===== src/hdl/spectral_centroid_frame_assert.svh =====
// Assertion macros for the spectral centroid block.
`ifndef SPECTRAL_CENTROID_FRAME_ASSERT_SVH
`define SPECTRAL_CENTROID_FRAME_ASSERT_SVH

// Same-cycle implication, disabled in reset.
`define SCF_ASSERT_IMP(label, clk, rst_n, ante, cons, msg) \
  label: assert property (@(posedge clk) disable iff (!rst_n) (ante) |-> (cons)) \
    else $error(msg);

// Next-cycle implication, disabled in reset.
`define SCF_ASSERT_NXT(label, clk, rst_n, ante, cons, msg) \
  label: assert property (@(posedge clk) disable iff (!rst_n) (ante) |=> (cons)) \
    else $error(msg);

`endif


===== src/hdl/scf_pkg.sv =====
package scf_pkg;

  localparam int MAG_W  = 24;             // input bin value
  localparam int AMAG_W = 24;             // |magnitude|
  localparam int HZ_W   = 24;             // bin_hz register
  localparam int ABS_W  = 37;             // abs_sum
  localparam int WSUM_W = 50;             // weighted_sum, also |weighted_sum|
  localparam int CEN_W  = 32;             // centroid
  localparam int HALF_W = WSUM_W / 2;     // multiplier operand slice
  localparam int PROD_W = HZ_W + HALF_W;  // one partial product
  localparam int NUM_W  = HZ_W + WSUM_W;  // bin_hz * |weighted_sum|
  localparam int QUO_W  = 32;             // quotient bits developed
  localparam int CNT_W  = $clog2(QUO_W);

  localparam int ADDR_W = 3;
  localparam int DATA_W = 32;
  localparam int REG_IDX_W = ADDR_W - 2;
  localparam logic [REG_IDX_W-1:0] REG_BIN_HZ = '0;

  localparam logic [CEN_W-1:0] CEN_MAX = {1'b0, {(CEN_W-1){1'b1}}};
  localparam logic [CEN_W-1:0] CEN_MIN = {1'b1, {(CEN_W-1){1'b0}}};

  typedef enum logic [2:0] {
    S_IDLE,
    S_ABS,
    S_MUL_LO,
    S_MUL_HI,
    S_SUM,
    S_DIV,
    S_OUT
  } state_t;

  typedef struct packed {
    logic busy;
    logic in_ready;
    logic abs_w;
    logic mul_lo;
    logic mul_hi;
    logic sum;
    logic div_step;
    logic load_out;
  } ctrl_cmd_t;

  typedef struct packed {
    logic frame_done;
    logic out_free;
  } dp_stat_t;

endpackage


===== src/hdl/scf_if.sv =====
interface scf_in_if;
  logic                              valid;
  logic                              ready;
  logic signed [scf_pkg::MAG_W-1:0]  magnitude;
  logic                              last_bin;

  modport source (output valid, output magnitude, output last_bin, input ready);
  modport sink   (input valid, input magnitude, input last_bin, output ready);
endinterface

interface scf_out_if;
  logic                              valid;
  logic                              ready;
  logic signed [scf_pkg::CEN_W-1:0]  centroid;

  modport source (output valid, output centroid, input ready);
  modport sink   (input valid, input centroid, output ready);
endinterface


===== src/hdl/spectral_centroid_frame.sv =====
// Spectral centroid of one frame. Magnitude bins stream in on in_ch, one
// transfer per bin starting at bin 0, last_bin set on the final bin. Bins are
// taken one per cycle while the block is idle; the block keeps a saturating sum
// of |magnitude| and of index * magnitude (index held at MAX_BINS-1 past the end).
// The last bin ends the frame: its totals go to a shared multiplier (two 24x25
// slices) and a restoring divider that develops one quotient bit per cycle, and
// the result, bin_hz * weighted / abs truncated toward zero and saturated to 32
// bits, is put in the output register. In_ch stalls from the cycle after the
// last bin is taken until the result is in the output register, through the
// input pipeline register and the abs, two multiply, sum, divide and load steps;
// the load waits until the previous result has been taken. A silent frame or
// bin_hz of 0 gives 0. bin_hz lies at byte address 0 of the APB-style port;
// write it only while the block is idle.
`include "spectral_centroid_frame_assert.svh"

module spectral_centroid_frame #(
  parameter int MAX_BINS = 4097
) (
  input  logic                           clk,
  input  logic                           rst_n,
  scf_in_if.sink                         in_ch,
  scf_out_if.source                      out_ch,
  input  logic                           cfg_psel,
  input  logic                           cfg_penable,
  input  logic                           cfg_pwrite,
  input  logic [scf_pkg::ADDR_W-1:0]     cfg_paddr,
  input  logic [scf_pkg::DATA_W-1:0]     cfg_pwdata,
  output logic [scf_pkg::DATA_W-1:0]     cfg_prdata,
  output logic                           cfg_pready
);
  import scf_pkg::*;

  ctrl_cmd_t          cmd;
  dp_stat_t           stat;
  logic [HZ_W-1:0]    bin_hz_r;
  logic               cfg_sel_hz;

  // config register: single access-phase write, zero wait states
  assign cfg_pready = 1'b1;
  assign cfg_sel_hz = (cfg_paddr[ADDR_W-1:2] == REG_BIN_HZ);

  always_ff @(posedge clk) begin
    if (!rst_n) begin
      bin_hz_r <= '0;
    end else if (cfg_psel && cfg_penable && cfg_pwrite && cfg_sel_hz) begin
      bin_hz_r <= cfg_pwdata[HZ_W-1:0];
    end
  end

  assign cfg_prdata = cfg_sel_hz ? DATA_W'(bin_hz_r) : '0;

  scf_ctrl u_ctrl (
    .clk   (clk),
    .rst_n (rst_n),
    .stat  (stat),
    .cmd   (cmd)
  );

  scf_dp #(
    .MAX_BINS (MAX_BINS)
  ) u_dp (
    .clk          (clk),
    .rst_n        (rst_n),
    .cmd          (cmd),
    .stat         (stat),
    .bin_hz       (bin_hz_r),
    .in_valid     (in_ch.valid),
    .in_magnitude (in_ch.magnitude),
    .in_last_bin  (in_ch.last_bin),
    .out_ready    (out_ch.ready),
    .out_valid    (out_ch.valid),
    .out_centroid (out_ch.centroid)
  );

  // input stalls while the divider owns a frame
  assign in_ch.ready = cmd.in_ready;

  // a frame end must find the divider free, and start it
  `SCF_ASSERT_IMP(a_end_idle, clk, rst_n, stat.frame_done, !cmd.busy, "frame end while busy")
  `SCF_ASSERT_NXT(a_end_start, clk, rst_n, stat.frame_done, cmd.busy, "divider not started")
  // never overwrite a result that is still waiting
  `SCF_ASSERT_IMP(a_load_free, clk, rst_n, cmd.load_out, !out_ch.valid || out_ch.ready, "result lost")

endmodule


===== src/hdl/scf_ctrl.sv =====
module scf_ctrl (
  input  logic               clk,
  input  logic               rst_n,
  input  scf_pkg::dp_stat_t  stat,
  output scf_pkg::ctrl_cmd_t cmd
);
  import scf_pkg::*;

  state_t            state_r, state_nxt;
  logic [CNT_W-1:0]  cnt_r, cnt_nxt;

  always_ff @(posedge clk) begin
    if (!rst_n) begin
      state_r <= S_IDLE;
      cnt_r   <= '0;
    end else begin
      state_r <= state_nxt;
      cnt_r   <= cnt_nxt;
    end
  end

  always_comb begin
    state_nxt = state_r;
    cnt_nxt   = cnt_r;
    unique case (state_r)
      S_IDLE:   if (stat.frame_done) state_nxt = S_ABS;
      S_ABS:    state_nxt = S_MUL_LO;
      S_MUL_LO: state_nxt = S_MUL_HI;
      S_MUL_HI: state_nxt = S_SUM;
      S_SUM: begin
        state_nxt = S_DIV;
        cnt_nxt   = '0;
      end
      S_DIV: begin
        cnt_nxt = cnt_r + 1'b1;
        if (cnt_r == CNT_W'(QUO_W - 1)) state_nxt = S_OUT;
      end
      S_OUT:    if (stat.out_free) state_nxt = S_IDLE;
      default:  state_nxt = S_IDLE;
    endcase
  end

  always_comb begin
    cmd          = '0;
    cmd.busy     = (state_r != S_IDLE);
    cmd.in_ready = (state_r == S_IDLE) && !stat.frame_done;
    unique case (state_r)
      S_IDLE:   ;
      S_ABS:    cmd.abs_w    = 1'b1;
      S_MUL_LO: cmd.mul_lo   = 1'b1;
      S_MUL_HI: cmd.mul_hi   = 1'b1;
      S_SUM:    cmd.sum      = 1'b1;
      S_DIV:    cmd.div_step = 1'b1;
      S_OUT:    cmd.load_out = stat.out_free;
      default:  ;
    endcase
  end

endmodule


===== src/hdl/scf_dp.sv =====
module scf_dp #(
  parameter int MAX_BINS = 4097
) (
  input  logic                              clk,
  input  logic                              rst_n,
  input  scf_pkg::ctrl_cmd_t                cmd,
  output scf_pkg::dp_stat_t                 stat,
  input  logic [scf_pkg::HZ_W-1:0]          bin_hz,
  input  logic                              in_valid,
  input  logic signed [scf_pkg::MAG_W-1:0]  in_magnitude,
  input  logic                              in_last_bin,
  input  logic                              out_ready,
  output logic                              out_valid,
  output logic signed [scf_pkg::CEN_W-1:0]  out_centroid
);
  import scf_pkg::*;

  localparam int IDX_W = $clog2(MAX_BINS);
  localparam int WP_W  = IDX_W + MAG_W + 1;
  localparam logic [IDX_W-1:0] IDX_LAST = IDX_W'(MAX_BINS - 1);
  localparam logic signed [WSUM_W-1:0] WSUM_MAX = {1'b0, {(WSUM_W-1){1'b1}}};
  localparam logic signed [WSUM_W-1:0] WSUM_MIN = {1'b1, {(WSUM_W-1){1'b0}}};

  logic                     accept;
  logic [IDX_W-1:0]         idx_r;
  logic                     s1_valid_r, s1_last_r;
  logic signed [WP_W-1:0]   s1_prod_r;
  logic [AMAG_W-1:0]        s1_amag_r;
  logic signed [WP_W-1:0]   prod;
  logic [AMAG_W-1:0]        amag;

  logic [ABS_W-1:0]         abs_sum_r;
  logic signed [WSUM_W-1:0] wsum_r;
  logic [ABS_W:0]           abs_tmp;
  logic [ABS_W-1:0]         abs_nxt;
  logic signed [WSUM_W:0]   w_tmp;
  logic signed [WSUM_W-1:0] wsum_nxt;

  logic [ABS_W-1:0]         dabs_r;
  logic signed [WSUM_W-1:0] dw_r;
  logic                     neg_r;
  logic [WSUM_W-1:0]        wmag_r;
  logic [HALF_W-1:0]        mul_op;
  logic [PROD_W-1:0]        mul_p;
  logic [PROD_W-1:0]        p_lo_r, p_hi_r;
  logic [NUM_W-1:0]         num;
  logic                     ovf_r;
  logic [ABS_W-1:0]         rem_r;
  logic [QUO_W-1:0]         quo_r;
  logic [ABS_W:0]           rem_sh;
  logic                     rem_ge;
  logic [CEN_W-1:0]         result;
  logic                     out_valid_r;
  logic [CEN_W-1:0]         out_cen_r;

  assign accept = in_valid && cmd.in_ready;

  // stage 1: index product and absolute value
  assign prod = $signed({1'b0, idx_r}) * in_magnitude;
  assign amag = in_magnitude[MAG_W-1] ? AMAG_W'(-in_magnitude) : AMAG_W'(in_magnitude);

  always_ff @(posedge clk) begin
    if (!rst_n) begin
      s1_valid_r <= 1'b0;
      idx_r      <= '0;
    end else begin
      s1_valid_r <= accept;
      if (accept) begin
        if (in_last_bin)         idx_r <= '0;
        else if (idx_r < IDX_LAST) idx_r <= idx_r + 1'b1;
      end
    end
  end

  always_ff @(posedge clk) begin
    if (accept) begin
      s1_prod_r <= prod;
      s1_amag_r <= amag;
      s1_last_r <= in_last_bin;
    end
  end

  // stage 2: saturating accumulation
  assign abs_tmp = {1'b0, abs_sum_r} + (ABS_W + 1)'(s1_amag_r);
  assign abs_nxt = abs_tmp[ABS_W] ? {ABS_W{1'b1}} : abs_tmp[ABS_W-1:0];
  assign w_tmp   = {wsum_r[WSUM_W-1], wsum_r}
                 + {{(WSUM_W + 1 - WP_W){s1_prod_r[WP_W-1]}}, s1_prod_r};

  always_comb begin
    if (w_tmp[WSUM_W] != w_tmp[WSUM_W-1]) begin
      wsum_nxt = w_tmp[WSUM_W] ? WSUM_MIN : WSUM_MAX;
    end else begin
      wsum_nxt = w_tmp[WSUM_W-1:0];
    end
  end

  assign stat.frame_done = s1_valid_r && s1_last_r;

  always_ff @(posedge clk) begin
    if (!rst_n) begin
      abs_sum_r <= '0;
      wsum_r    <= '0;
    end else if (s1_valid_r) begin
      abs_sum_r <= s1_last_r ? '0 : abs_nxt;
      wsum_r    <= s1_last_r ? '0 : wsum_nxt;
    end
  end

  // frame totals handed to the divider
  always_ff @(posedge clk) begin
    if (stat.frame_done) begin
      dabs_r <= abs_nxt;
      dw_r   <= wsum_nxt;
    end
  end

  // |weighted_sum| times bin_hz, two slices through one multiplier
  assign mul_op = cmd.mul_hi ? wmag_r[WSUM_W-1:HALF_W] : wmag_r[HALF_W-1:0];
  assign mul_p  = bin_hz * mul_op;
  assign num    = NUM_W'(p_lo_r) + (NUM_W'(p_hi_r) << HALF_W);

  // restoring division, one quotient bit per step
  assign rem_sh = {rem_r, quo_r[QUO_W-1]};
  assign rem_ge = rem_sh >= {1'b0, dabs_r};

  always_ff @(posedge clk) begin
    if (cmd.abs_w) begin
      neg_r  <= dw_r[WSUM_W-1];
      wmag_r <= dw_r[WSUM_W-1] ? WSUM_W'(-dw_r) : WSUM_W'(dw_r);
    end
    if (cmd.mul_lo) p_lo_r <= mul_p;
    if (cmd.mul_hi) p_hi_r <= mul_p;
    if (cmd.sum) begin
      ovf_r <= num[NUM_W-1:QUO_W] >= (NUM_W - QUO_W)'(dabs_r);
      rem_r <= num[QUO_W+ABS_W-1:QUO_W];
      quo_r <= num[QUO_W-1:0];
    end else if (cmd.div_step) begin
      rem_r <= rem_ge ? ABS_W'(rem_sh - {1'b0, dabs_r}) : rem_sh[ABS_W-1:0];
      quo_r <= {quo_r[QUO_W-2:0], rem_ge};
    end
  end

  always_comb begin
    if (dabs_r == '0) begin
      result = '0;
    end else if (ovf_r || quo_r[QUO_W-1]) begin
      result = neg_r ? CEN_MIN : CEN_MAX;
    end else begin
      result = neg_r ? CEN_W'(-quo_r) : CEN_W'(quo_r);
    end
  end

  // output register
  assign stat.out_free = !out_valid_r || out_ready;

  always_ff @(posedge clk) begin
    if (!rst_n) begin
      out_valid_r <= 1'b0;
    end else if (cmd.load_out) begin
      out_valid_r <= 1'b1;
    end else if (out_ready) begin
      out_valid_r <= 1'b0;
    end
  end

  always_ff @(posedge clk) begin
    if (cmd.load_out) out_cen_r <= result;
  end

  assign out_valid    = out_valid_r;
  assign out_centroid = out_cen_r;

endmodule

===== src/flat_wrapper.sv =====
// flat-port wrapper written by rule: the top's interface ports become plain ports
module spectral_centroid_frame_flat import scf_pkg::*;
#(
  parameter int MAX_BINS = 4097
)
  (clk, rst_n, cfg_psel, cfg_penable, cfg_pwrite, cfg_paddr, cfg_pwdata, cfg_prdata, cfg_pready, in_ch_valid, in_ch_magnitude, in_ch_last_bin, in_ch_ready, out_ch_valid, out_ch_centroid, out_ch_ready);
  scf_in_if in_ch_i ();
  scf_out_if out_ch_i ();
  input  logic clk;
  input  logic rst_n;
  input  logic cfg_psel;
  input  logic cfg_penable;
  input  logic cfg_pwrite;
  input  logic [scf_pkg::ADDR_W-1:0] cfg_paddr;
  input  logic [scf_pkg::DATA_W-1:0] cfg_pwdata;
  output logic [scf_pkg::DATA_W-1:0] cfg_prdata;
  output logic cfg_pready;
  input wire logic [$bits(in_ch_i.valid)-1:0] in_ch_valid;
  input wire logic [$bits(in_ch_i.magnitude)-1:0] in_ch_magnitude;
  input wire logic [$bits(in_ch_i.last_bin)-1:0] in_ch_last_bin;
  output wire logic [$bits(in_ch_i.ready)-1:0] in_ch_ready;
  output wire logic [$bits(out_ch_i.valid)-1:0] out_ch_valid;
  output wire logic [$bits(out_ch_i.centroid)-1:0] out_ch_centroid;
  input wire logic [$bits(out_ch_i.ready)-1:0] out_ch_ready;
  assign in_ch_i.valid = in_ch_valid;
  assign in_ch_i.magnitude = in_ch_magnitude;
  assign in_ch_i.last_bin = in_ch_last_bin;
  assign in_ch_ready = in_ch_i.ready;
  assign out_ch_valid = out_ch_i.valid;
  assign out_ch_centroid = out_ch_i.centroid;
  assign out_ch_i.ready = out_ch_ready;
  spectral_centroid_frame #(.MAX_BINS(MAX_BINS)) u_core (.clk(clk), .rst_n(rst_n), .in_ch(in_ch_i), .out_ch(out_ch_i), .cfg_psel(cfg_psel), .cfg_penable(cfg_penable), .cfg_pwrite(cfg_pwrite), .cfg_paddr(cfg_paddr), .cfg_pwdata(cfg_pwdata), .cfg_prdata(cfg_prdata), .cfg_pready(cfg_pready));
endmodule

===== config.mk =====
export PLATFORM = sky130hd
export DESIGN_NAME = spectral_centroid_frame_flat
export DESIGN_NICKNAME = d
export VERILOG_FILES = /design/src/hdl/scf_pkg.sv /design/src/hdl/scf_if.sv /design/src/hdl/spectral_centroid_frame.sv /design/src/hdl/scf_ctrl.sv /design/src/hdl/scf_dp.sv /design/src/flat_wrapper.sv
export VERILOG_INCLUDE_DIRS = /design/src /design/src/hdl
export SDC_FILE = /design/constraint.sdc
export NUM_CORES = 2
export LEC_CHECK = 0
export BUFFER_PORTS_ARGS = -buffer_cell sky130_fd_sc_hd__buf_2
export CORE_MARGIN = 2
export CORE_UTILIZATION = 60
export CTS_CLUSTER_DIAMETER = 120
export DETAILED_ROUTE_END_ITERATION = 10
export PLACE_DENSITY = 0.77
export SYNTH_ARGS = -nofsm -noshare
export SYNTH_HDL_FRONTEND = slang
export SYNTH_SLANG_ARGS = --single-unit

===== constraint.sdc =====
create_clock -name clk -period 13.4 [get_ports clk]
set_input_delay 1.34 -clock clk [delete_from_list [all_inputs] [get_ports clk]]
set_output_delay 1.34 -clock clk [all_outputs]
set_load 0.1 [all_outputs]

==> out/summary.md <==
## Die
- **x dimension of the die** 322 µm
- **FP Rows** 116
- **die extent in y** 322 µm
- **IO Pins** 134
- **DIE AREA** 0.103 mm²
- **Placeable Area** 0.100 mm²
- **starting density of the core** 60.5%

## Synthesis
- **share of the synthesized area in compound gates (AO/OA/AOI/OAI)** 9.83%
- **Mapped Avg Cell Area** 9.32 µm²
- **share of cell area taken by muxes after synthesis** 0.320%
- **sequential area share after synthesis** 24.3%
- **synthesized-area fraction occupied by adder cells** 35.6%
- **post-synthesis async set-or-reset flop share** 0%
- **number of instances in the synthesized netlist** 6497
- **Unique masters post-synth** 86
- **post-synthesis xor/xnor area fraction** 4.73%
- **Synth area leaders** sky130_fd_sc_hd__fa_1 26%, sky130_fd_sc_hd__edfxtp_1 20%, sky130_fd_sc_hd__ha_1 9.2%, sky130_fd_sc_hd__inv_1 5.9%, sky130_fd_sc_hd__nand2_1 5.7%
- **combinational family with the most area after synthesis** adder cells
- **dominant cell type by area after synthesis** sky130_fd_sc_hd__fa_1
- **post-synthesis sequential element count** 535
- **share of the synthesized area in the top cell type** 26.4%
- **post-synthesis cell area** 0.0606 mm²
- **most frequent cells after synthesis** 957 x sky130_fd_sc_hd__inv_1, 921 x sky130_fd_sc_hd__nand2_1, 798 x sky130_fd_sc_hd__fa_1, 496 x sky130_fd_sc_hd__and2_1, 443 x sky130_fd_sc_hd__ha_1
- **share of synthesized cell area in and, or, nand and nor gates** 17.3%
- **Synth Flop Type** sky130_fd_sc_hd__edfxtp_1
- **most common cell in the netlist** sky130_fd_sc_hd__inv_1
- **number of synthesis warnings** 0
- **number of synthesized flops with an enable pin** 401

## Clock network
- **TritonCTS clock tree** done
- **number of buffers inserted to repair setup after CTS** 0
- **largest buffer count on any clock path** 3
- **clock slew at reported path FFs** 60 ps
- **sink count of the clock tree** 535
- **library cell used as clock root buffer** sky130_fd_sc_hd__clkbuf_16
- **CTS HTree Levels** 2
- **number of buffers inserted for hold repair after clock tree synthesis** 0
- **Skew-Pair Late Insertion Delay** 710 ps
- **total of cells resized after clock tree synthesis** 0
- **number of CTS-inserted buffers** 58

## Finish
- **Util after Layout** 64.1%
- **layout overhead on the synthesized area** 6.06%
- **fraction of final layout cells sized beyond drive strength 1** 5.41%
- **Nets** 7768

## Pwr
- **worst-case vdd ir drop** 117 µV
- **share of total power in the clock network** 33.9%
- **Internal Power** 3.21 mW
- **Flop pwr share** 41.8%
- **P_sw** 1.54 mW
- **switching part of the total power** 32.5%
- **Leakage Power** 29.9 nW
- **Comb power frac** 24.3%
- **total power density per cell area** 74.0 mW/mm²

## Setup path
- **endpoint of the worst register-to-register path** u_core.u_dp.p_lo_r[46]$_DFFE_PP_
- **required time worst endpoint** 13850 ps
- **kind of capture point of the worst setup path** flop
- **reg-to-reg critical path startpoint** u_core.u_ctrl.state_r[0]$_SDFFE_PN0P_
- **Slowest Stage Delay on Critical Path** 690 ps
- **cell occurring most often along the worst timing path** sky130_fd_sc_hd__fa_1
- **timing endpoint of the critical path** u_core.u_dp.p_lo_r[46]$_DFFE_PP_
- **start point of the critical path** u_core.u_ctrl.state_r[0]$_SDFFE_PN0P_
- **kind of start point of the critical path** flop
- **Max stage delay cell, worst path** sky130_fd_sc_hd__dfxtp_1
- **data arrival at the endpoint of the critical path** 10480 ps
- **type of the worst setup path** flop to flop
- **Reg2Reg Setup Slack** 3370 ps
- **path depth of the worst reg2reg path** 31
- **Critical Path Fanout Max** 54

## Detailed routing
- **detailed-route via count** 45400
- **DR WL/cell** 19.1 µm
- **iteration-0 DRC count of the detailed router** 3114
- **total detailed-routing wirelength** 149000 µm
- **Via-to-Cell Ratio** 5.81
- **first-pass detailed-route iteration total** 6
- **number of nets with antenna violations after detailed routing** 0
- **# DRC** 0

## STA
- **final number of max-transition violations** 0
- **worst setup skew after layout** 100 ps
- **Hold Violations, Final** 0
- **actual slew at the worst max-slew pin** 1150 ps
- **headroom to the max-slew limit** 23.1%
- **final worst-path cycle share** 74.9%
- **setup violation total in the final timing report** 0
- **max frequency** 99.7 MHz
- **RSZ-0062 raised after global routing** no
- **fin crit period** 10030 ps
- **setup total negative slack** 0 ps

## Global routing
- **aggregate global routing overflow** 0
- **pin count of the biggest net entering global routing** 75
- **All-Layer GR Usage** 29.7%
- **first-pass GRT wire length** 244000 µm
- **number of global-route vias before repair** 47200
- **met3 Use GR** 4.19%
- **met1 Usage GRT** 38.4%
- **antenna violations before repair** 0
- **routing layer with the top usage in global route** met2
- **met2 track utilization from global routing** 50.1%

## Status
- **run status** finished, final reports clean

## Flow run
- **Maximum Capacitance Violations** 0

## Placed design
- **global placement routability congestion** 0.950
- **I/O Buffers** 114
- **DPL Wire Length** 113000 µm

## Min path
- **Worst Hold Class** flop to flop

registers in the layout, summed over array words and instances, names as in the netlist, 3 cells and up:
signal	flops
u_core.u_dp.dabs_r	37
u_core.bin_hz_r	24
u_core.u_ctrl.state_r	3
u_core.u_dp.wmag_r	50
u_core.u_dp.quo_r	32
u_core.u_dp.s1_amag_r	24
u_core.u_dp.idx_r	13
u_core.u_dp.out_centroid	32
u_core.u_dp.rem_r	37
u_core.u_dp.p_hi_r	49
u_core.u_ctrl.cnt_r	5
u_core.u_dp.abs_sum_r	37
u_core.u_dp.s1_prod_r	38
u_core.u_dp.wsum_r	50
u_core.u_dp.dw_r	50
u_core.u_dp.p_lo_r	49
stage by stage:
stage | instances | setup slack, ps | instance area, µm² | hold slack, ps | power [mW]
2_1_floorplan | 6504 | 3560 | 60600 | 429 | 2.81
5_1_grt | 7808 | 2570 | 64200 | 486 | 4.97
4_1_cts | 7808 | 3440 | 64200 | 463 | 4.77
3_5_place_dp | 7698 | 3470 | 62300 | 448 | 3.16
3_3_place_gp | 7698 | 3600 | 62300 | 437 | 3.13
6_report | 7811 | 3370 | 64200 | 457 | 4.75
power by group through the flow:
stage / clock [mW] / combinational, mW / sequential, mW
3_3_place_gp: 0 / 1.11 / 2.02
6_report: 1.61 / 1.16 / 1.99
5_1_grt: 1.69 / 1.28 / 2.00
3_5_place_dp: 0 / 1.14 / 2.02
2_1_floorplan: 0 / 0.822 / 1.99
4_1_cts: 1.63 / 1.15 / 1.99
cell usage in the layout, fill, tap and decap left out, types with 31 or more instances in the layout:
master and n:
sky130_fd_sc_hd__nand3_1 77, sky130_fd_sc_hd__and3_1 45, sky130_fd_sc_hd__nor2b_1 59, sky130_fd_sc_hd__clkbuf_16 58, sky130_fd_sc_hd__a21boi_0 37, sky130_fd_sc_hd__and2_1 495
sky130_fd_sc_hd__inv_1 954, sky130_fd_sc_hd__o21a_1 38, sky130_fd_sc_hd__or3_1 31, sky130_fd_sc_hd__xor2_1 101, sky130_fd_sc_hd__nand4_1 37, sky130_fd_sc_hd__buf_2 114
sky130_fd_sc_hd__a21o_1 112, sky130_fd_sc_hd__nor3_1 71, sky130_fd_sc_hd__a31oi_1 43, sky130_fd_sc_hd__a21oi_1 237, sky130_fd_sc_hd__nor2_1 323, sky130_fd_sc_hd__edfxtp_1 401
sky130_fd_sc_hd__buf_4 82, sky130_fd_sc_hd__dfxtp_1 134, sky130_fd_sc_hd__xnor2_1 226, sky130_fd_sc_hd__nand2_1 921, sky130_fd_sc_hd__fa_1 798, sky130_fd_sc_hd__o31ai_1 38
sky130_fd_sc_hd__ha_1 443, sky130_fd_sc_hd__nand2b_1 37, sky130_fd_sc_hd__o21ai_0 219
kinds of logic (layout without fill, tap and decap cells):
| logic type | Yosys count | count (layout) |
|---|---|---|
| muxes | 18 | 18 |
| buffers and inverters | 1258 | 1264 |
| other | 2 | 12 |
| AOI/OAI and AO/OA | 926 | 926 |
| xor gates and xnor gates | 327 | 327 |
| DFF | 535 | 535 |
| and+or+nand+nor | 2186 | 2186 |
| adders and majority gates | 1245 | 1245 |
how the worst min path moves through the flow:
stage / end / startpoint / cells past startpoint / slack [ps]
4_1_cts: u_core.u_dp.wsum_r[47]$_SDFFE_PN0P_ / u_core.u_dp.wsum_r[47]$_SDFFE_PN0P_ / 2 / 460
3_5_place_dp: u_core.u_dp.wsum_r[47]$_SDFFE_PN0P_ / u_core.u_dp.wsum_r[47]$_SDFFE_PN0P_ / 2 / 450
2_1_floorplan: u_core.u_dp.wsum_r[0]$_SDFFE_PN0P_ / u_core.u_dp.wsum_r[0]$_SDFFE_PN0P_ / 2 / 430
6_report: u_core.u_dp.wsum_r[47]$_SDFFE_PN0P_ / u_core.u_dp.wsum_r[47]$_SDFFE_PN0P_ / 2 / 460
5_1_grt: u_core.bin_hz_r[23]$_SDFFE_PN0P_ / u_core.bin_hz_r[23]$_SDFFE_PN0P_ / 2 / 490
3_3_place_gp: u_core.u_dp.wsum_r[0]$_SDFFE_PN0P_ / u_core.u_dp.wsum_r[0]$_SDFFE_PN0P_ / 2 / 440
worst max-delay path: cells and delay by family (launching register included):
kind | cells | cell delay [ps]
adders and majority gates | 8 | 3550
AOI/OAI and AO/OA | 8 | 2640
buffers and inverters | 8 | 1930
and+or+nand+nor | 6 | 810
DFF | 1 | 690
xor gates and xnor gates | 1 | 120
layer usage:
| metal | wire, µm | share of wire [%] |
|---|---|---|
| met1 | 59400 | 40 |
| met2 | 72300 | 49 |
| met3 | 10100 | 6.8 |
| met4 | 7030 | 4.7 |
| met5 | 0 | 0 |
cell type report:
| type | count | area, µm² |
|---|---|---|
| sequential | 535 | 14700 |
| clock inverter | 39 | 389 |
| clock buffer | 71 | 1540 |
| antenna | 3 | 7.51 |
| multi-input combinational | 4711 | 41200 |
| fill | 8089 | 35900 |
| timing repair buffer | 196 | 1190 |
| inverter | 958 | 3600 |
| tap | 1298 | 1620 |
No activity file was read; power rests on OpenSTA's default activity.
